--- src/design/wsfc_pkg.sv ---
`timescale 1ns / 1ps
// ----------------------------------------------------------------------------
// wsfc_pkg
// Shared constants, register indexes and helper functions for the wall
// segment frustum clip block.
// ----------------------------------------------------------------------------
package wsfc_pkg;

  localparam int FRAC_BITS = 16;
  localparam int CFG_W     = 32;
  localparam int NUM_CFG   = 8;
  localparam int CFG_IDX_W = $clog2(NUM_CFG);

  // divider: one quotient bit per stage, plus input and output stages
  localparam int DIV_QB    = 32;
  localparam int DIV_LAT   = DIV_QB + 2;
  localparam int REM_W     = 33 + DIV_QB;
  localparam int MUL_LAT   = 3;

  // stage boundaries, counted in registers from the input
  localparam int B1        = DIV_LAT;
  localparam int B2        = B1 + MUL_LAT;
  localparam int B3        = B2 + DIV_LAT;
  localparam int B4        = B3 + MUL_LAT;
  localparam int B5        = B4 + DIV_LAT;

  localparam logic signed [31:0] ONE_Q   = 32'sd1 <<< FRAC_BITS;
  localparam logic        [16:0] U_ONE   = 17'd65536;
  localparam int                 U_SH_R  = (FRAC_BITS >= 16) ? FRAC_BITS - 16 : 0;
  localparam int                 U_SH_L  = (FRAC_BITS < 16) ? 16 - FRAC_BITS : 0;

  typedef enum logic [CFG_IDX_W-1:0] {
    REG_LEFT_AX  = 3'd0,
    REG_LEFT_AY  = 3'd1,
    REG_LEFT_BX  = 3'd2,
    REG_LEFT_BY  = 3'd3,
    REG_RIGHT_AX = 3'd4,
    REG_RIGHT_AY = 3'd5,
    REG_RIGHT_BX = 3'd6,
    REG_RIGHT_BY = 3'd7
  } cfg_reg_t;

  localparam logic [CFG_W-1:0] CFG_RESET [NUM_CFG] = '{
    32'h0000_0000, 32'h0000_0000, 32'h0000_B505, 32'h0000_B505,
    32'h0000_0000, 32'h0000_0000, 32'h0000_B505, 32'hFFFF_4AFB
  };

  function automatic logic signed [31:0] sat32(input logic signed [63:0] v);
    logic signed [31:0] r;
    if (v > 64'sd2147483647) begin
      r = 32'sh7FFF_FFFF;
    end else if (v < -64'sd2147483648) begin
      r = 32'sh8000_0000;
    end else begin
      r = v[31:0];
    end
    return r;
  endfunction

  function automatic logic signed [32:0] diff33(input logic signed [31:0] a,
                                                input logic signed [31:0] b);
    return 33'(a) - 33'(b);
  endfunction

  // line parameter to 16 fraction bits
  function automatic logic [16:0] u_to_q16(input logic signed [31:0] u);
    logic [31:0] v;
    v = (32'(u) >> U_SH_R) << U_SH_L;
    return v[16:0];
  endfunction

endpackage

--- src/design/wsfc_muladd.sv ---
`timescale 1ns / 1ps
// ----------------------------------------------------------------------------
// wsfc_muladd
// Three-stage fixed-point multiply-add: r = sat32(c +/- sat32(floor(a*b >>
// FRAC_BITS))). sub selects subtraction.
// ----------------------------------------------------------------------------
module wsfc_muladd (
  input  logic               clk,
  input  logic               en,
  input  logic               sub,
  input  logic signed [31:0] a,
  input  logic signed [31:0] b,
  input  logic signed [31:0] c,
  output logic signed [31:0] r
);
  import wsfc_pkg::*;

  logic signed [63:0] prod;
  logic signed [31:0] ps;
  logic signed [31:0] c1;
  logic signed [31:0] c2;
  logic               sub1;
  logic               sub2;

  always_ff @(posedge clk) begin
    if (en) begin
      prod <= a * b;
      c1   <= c;
      sub1 <= sub;
      // arithmetic shift gives floor rounding
      ps   <= sat32(prod >>> FRAC_BITS);
      c2   <= c1;
      sub2 <= sub1;
      r    <= sat32(sub2 ? 64'(c2) - 64'(ps) : 64'(c2) + 64'(ps));
    end
  end

endmodule

--- config.mk ---
export PLATFORM = sky130hd
export DESIGN_NAME = wsfc_muladd
export DESIGN_NICKNAME = d
export VERILOG_FILES = /design/src/design/wsfc_pkg.sv /design/src/design/wsfc_muladd.sv
export SDC_FILE = /design/constraint.sdc
export NUM_CORES = 2
export LEC_CHECK = 0
export ABC_AREA = 1
export BUFFER_PORTS_ARGS = -buffer_cell sky130_fd_sc_hd__buf_2
export CORE_UTILIZATION = 55
export CTS_BUF_LIST = sky130_fd_sc_hd__clkbuf_8 sky130_fd_sc_hd__clkbuf_16
export DETAILED_ROUTE_END_ITERATION = 16
export PLACE_DENSITY = 0.72
export SYNTH_ARGS = -nofsm -noshare
export SYNTH_HDL_FRONTEND = slang
export SYNTH_SLANG_ARGS = --single-unit
--- constraint.sdc ---
create_clock -name clk -period 9.9 [get_ports clk]
set_input_delay 0 -clock clk [delete_from_list [all_inputs] [get_ports clk]]
set_output_delay 0 -clock clk [all_outputs]
set_load 0.01 [all_outputs]
==> impl_summary.md <==
Worst setup path
The endpoint arrival time on the critical path is 8.01 ns. The worst reg2reg path depth is 21. The worst register-to-register path begins at ps[5].

The cell that appears most often on the critical path is sky130_fd_sc_hd__inv_1. By startpoint and endpoint, the worst setup path is classified as in2reg. The worst setup path is launched from an input pin. In this run the worst path has a maximum fanout of 32. The category of the worst setup path capture point is a flop. In this run the critical register-to-register path is captured at r[13]. In this design, the stage delay of the slowest critical-path cell is 0.92 ns. Data on the critical path is required at its endpoint by 10.12 ns. The standard cell with the maximum stage delay on the critical path is sky130_fd_sc_hd__fa_1. The worst register-to-register path has a setup slack of 5.89 ns.

Routing
The routed via count divided by cell count is 5.178. The first TritonRoute pass finished after 6 iterations. The top layer reached by signal wires is met5. Detailed routing inserted a total of 35360 vias.

The detailed router's first-iteration violation count is 2419. The met2 routed wirelength is 60980 um. The met1 wire length is 49300 um. In the routed design, unresolved DRC markers number 0. The wire length after detailed routing is 123300 um. Dividing the detail-routed wire length by the instance count gives 18.05 um. Detailed routing placed a total of 8288 um of wire on met3.

In this run the remaining antenna-violating nets after routing total 0.

Timing
The actual transition at the worst max-transition pin is 1.026 ns. The final critical path takes up 78.67% of the cycle. The max-slew violation count is 0. The least setup slack across all paths after layout is 2.112 ns. The final-report hold violation count is 0. Setup repair after global routing left no endpoint under its margin. The worst clock skew on the final layout is 0.01803 ns. The worst slew margin relative to its limit is 31.62%. The maximum operating frequency is 128.4 MHz. The tightest hold path in the finished design has a slack of 0.1751 ns. The clock period could shrink to 7.788 ns. The setup TNS is 0 ns. Setup violations remaining at the end of the flow were counted as 0.

Synth
The Yosys step of the flow raised 0 warnings. sky130_fd_sc_hd__inv_1 is the most common cell in the netlist. The largest total area in the synthesized netlist belongs to sky130_fd_sc_hd__fa_1. By area the synthesized netlist is led by sky130_fd_sc_hd__fa_1, sky130_fd_sc_hd__inv_1, sky130_fd_sc_hd__nand2_1. The number of enable-type register cells in the synthesized netlist is 178. Summing every instance area after synthesis gives 0.04695 mm^2.

The dominant synthesized flop cell is sky130_fd_sc_hd__edfxtp_1. The share of the synthesized area in the top cell type is 46.14%. Summing the sequential cell areas from Yosys gives 11.38% of the chip area. The average instance in the mapped netlist occupies 8.246 um^2.

After synthesis, the netlist uses 44 different library cells. Synthesis handed over a netlist of 5694 instances. In this run, synthesis produced a sequential element count of 178. Of all flip-flops after synthesis, the portion carrying an async set or reset was 0%. The commonest cells after synthesis are sky130_fd_sc_hd__inv_1, sky130_fd_sc_hd__nand2_1, sky130_fd_sc_hd__fa_1, sky130_fd_sc_hd__nor2_1, sky130_fd_sc_hd__ha_1.

The synthesized netlist net count is 7088.

Global route
The first global-routing pass estimated 204000 um of wire. The initial antenna violation count is 5. The global-route congestion overflow total is 0. The global router's overall resource usage is 30.51%.

Entering global routing, the biggest net connects 106 pins. The number of global-route vias before repair came to 38440.

Cells and area
The ratio of cells with drive above 1 in the final layout is 3.864%. The number of nets in the layout is 7075. The area growth from synthesis to final layout is 4.805%. Once layout is complete, the utilization of the core stands at 58.52%.

Clock tree
The root buffer selected by CTS is sky130_fd_sc_hd__clkbuf_16. The CTS clock-pin slew for the worst setup and hold paths is 0.08 ns. The H-tree was split into 4 levels. The number of sinks driven by the clock tree is 178. The clock insertion delay at the later pin of the skew report is 0.45 ns.

The clock passes through at most 2 buffers. The number of clock buffers inserted by TritonCTS is 17. TritonCTS built the clock tree.

Worst hold path
The worst hold path begins at en. The min-delay analysis places its worst path in the category in2reg. The end point of the worst hold path is r[29]. The number of cells traversed by the worst hold path is 1.

Floorplan
The floorplan has 106 rows. The vertical die dimension is 294.2 um. The die covers 0.08654 mm^2. The floorplan step defined a core boundary enclosing 0.08409 mm^2. Pin placement for this block handled 131 I/O pins. The initial utilization of the core area, before any placement, comes to 55.84%. The horizontal die dimension is 294.2 um.

Placement
Timing analysis after detailed placement gives a worst setup slack of 1.619 ns. The congestion estimate from routability-driven global placement came to 0.9783. The count of input and output buffers is 130. The HPWL after detailed placement is 101600 um.

Flow run
Max-cap violations in this run came to 0.

Outcome
The flow ran to the end, and the final reports show no timing, DRC or antenna violations.
-- sequential cells by signal (all words and copies together) (netlist names) --
register / flops
r: 32
c2: 32
c1: 32
ps: 32
sub2: 1
prod: 48
sub1: 1
-- layer usage --
| layer | vias to the layer above | global-route usage [%] |
|---|---|---|
| met4 | 8 | 9.896 |
| li1 | 16070 | - |
| met1 | 17700 | 39.46 |
| met2 | 1307 | 52.89 |
| met5 | - | 0 |
| met3 | 270 | 4.245 |
-- timing repair --
| item | 4_1_cts | 5_1_grt |
|---|---|---|
| resized for setup | 0 | 0 |
| hold buffers | 33 | 0 |
| endpoints found under the hold margin | 33 | 0 |
| buffers inserted | 0 | 0 |
-- logic make-up (layout without fill, tap and decap cells) --
kind of cell               Yosys count  after routing  synth area share, %
AOI/OAI and AO/OA                  300            300                3.542
DFF                                178            178                11.38
and+or+nand+nor                   1877           1877                15.80
xor gates and xnor gates            96             96                1.791
other                                0              1                    0
buffers and inverters             1948           1948                15.67
adders and majority gates         1295           1295                51.81
-- worst max path at each step --
| stage | start | end |
|---|---|---|
| floorplan | a[31] | prod[63] |
| global placement | a[31] | prod[62] |
| detailed placement | a[31] | prod[63] |
| CTS | a[31] | prod[63] |
| global route | a[31] | prod[63] |
| finish | a[31] | prod[63] |
-- layout make-up --
| cell class | instances | area [um^2] |
|---|---|---|
| Timing Repair Buffer | 176 | 1085 |
| Clock buffer | 17 | 425.4 |
| Tap cell | 1134 | 1419 |
| Clock inverter | 15 | 142.6 |
| Antenna cell | 1 | 2.502 |
| Inverter | 1740 | 6531 |
| Sequential cell | 178 | 5345 |
| Multi-Input combinational cell | 3568 | 34260 |
| Fill cell | 7677 | 34880 |
-- cell usage in the layout (no fill, tap or decap), drive strengths merged, types with 5 or more instances in the layout --
cell         count
nand2         1467
xnor2           33
inv           1741
nand4           18
edfxtp         178
dlygate4sd3     33
or2             13
nand3           82
clkinvlp         5
clkinv           7
nor3            32
ha             213
nor2           247
a21o            11
fa            1082
a21boi           6
buf            143
clkbuf          17
o21bai          22
o21ai          112
a21oi          133
o21a             5
xor2            63
nor4             9
-- worst max-delay path: cells and delay by family --
| kind | cells | cell delay [ns] |
|---|---|---|
| adder cells (fa/ha/maj) | 9 | 4.91 |
| AO/OA/AOI/OAI | 1 | 0.12 |
| AND/OR/NAND/NOR | 7 | 1.13 |
| buffers and inverters | 10 | 1.81 |
-- per-stage QoR --
stage,cells,area (um^2)
finish,6829,49210
global route,6829,49210
CTS,6828,49200
detailed placement,6763,48310
global placement,6763,48310
floorplan,5694,46950
Power is not shown: default switching activity piles up to over one toggle a cycle in this logic, so the estimate is an artifact.
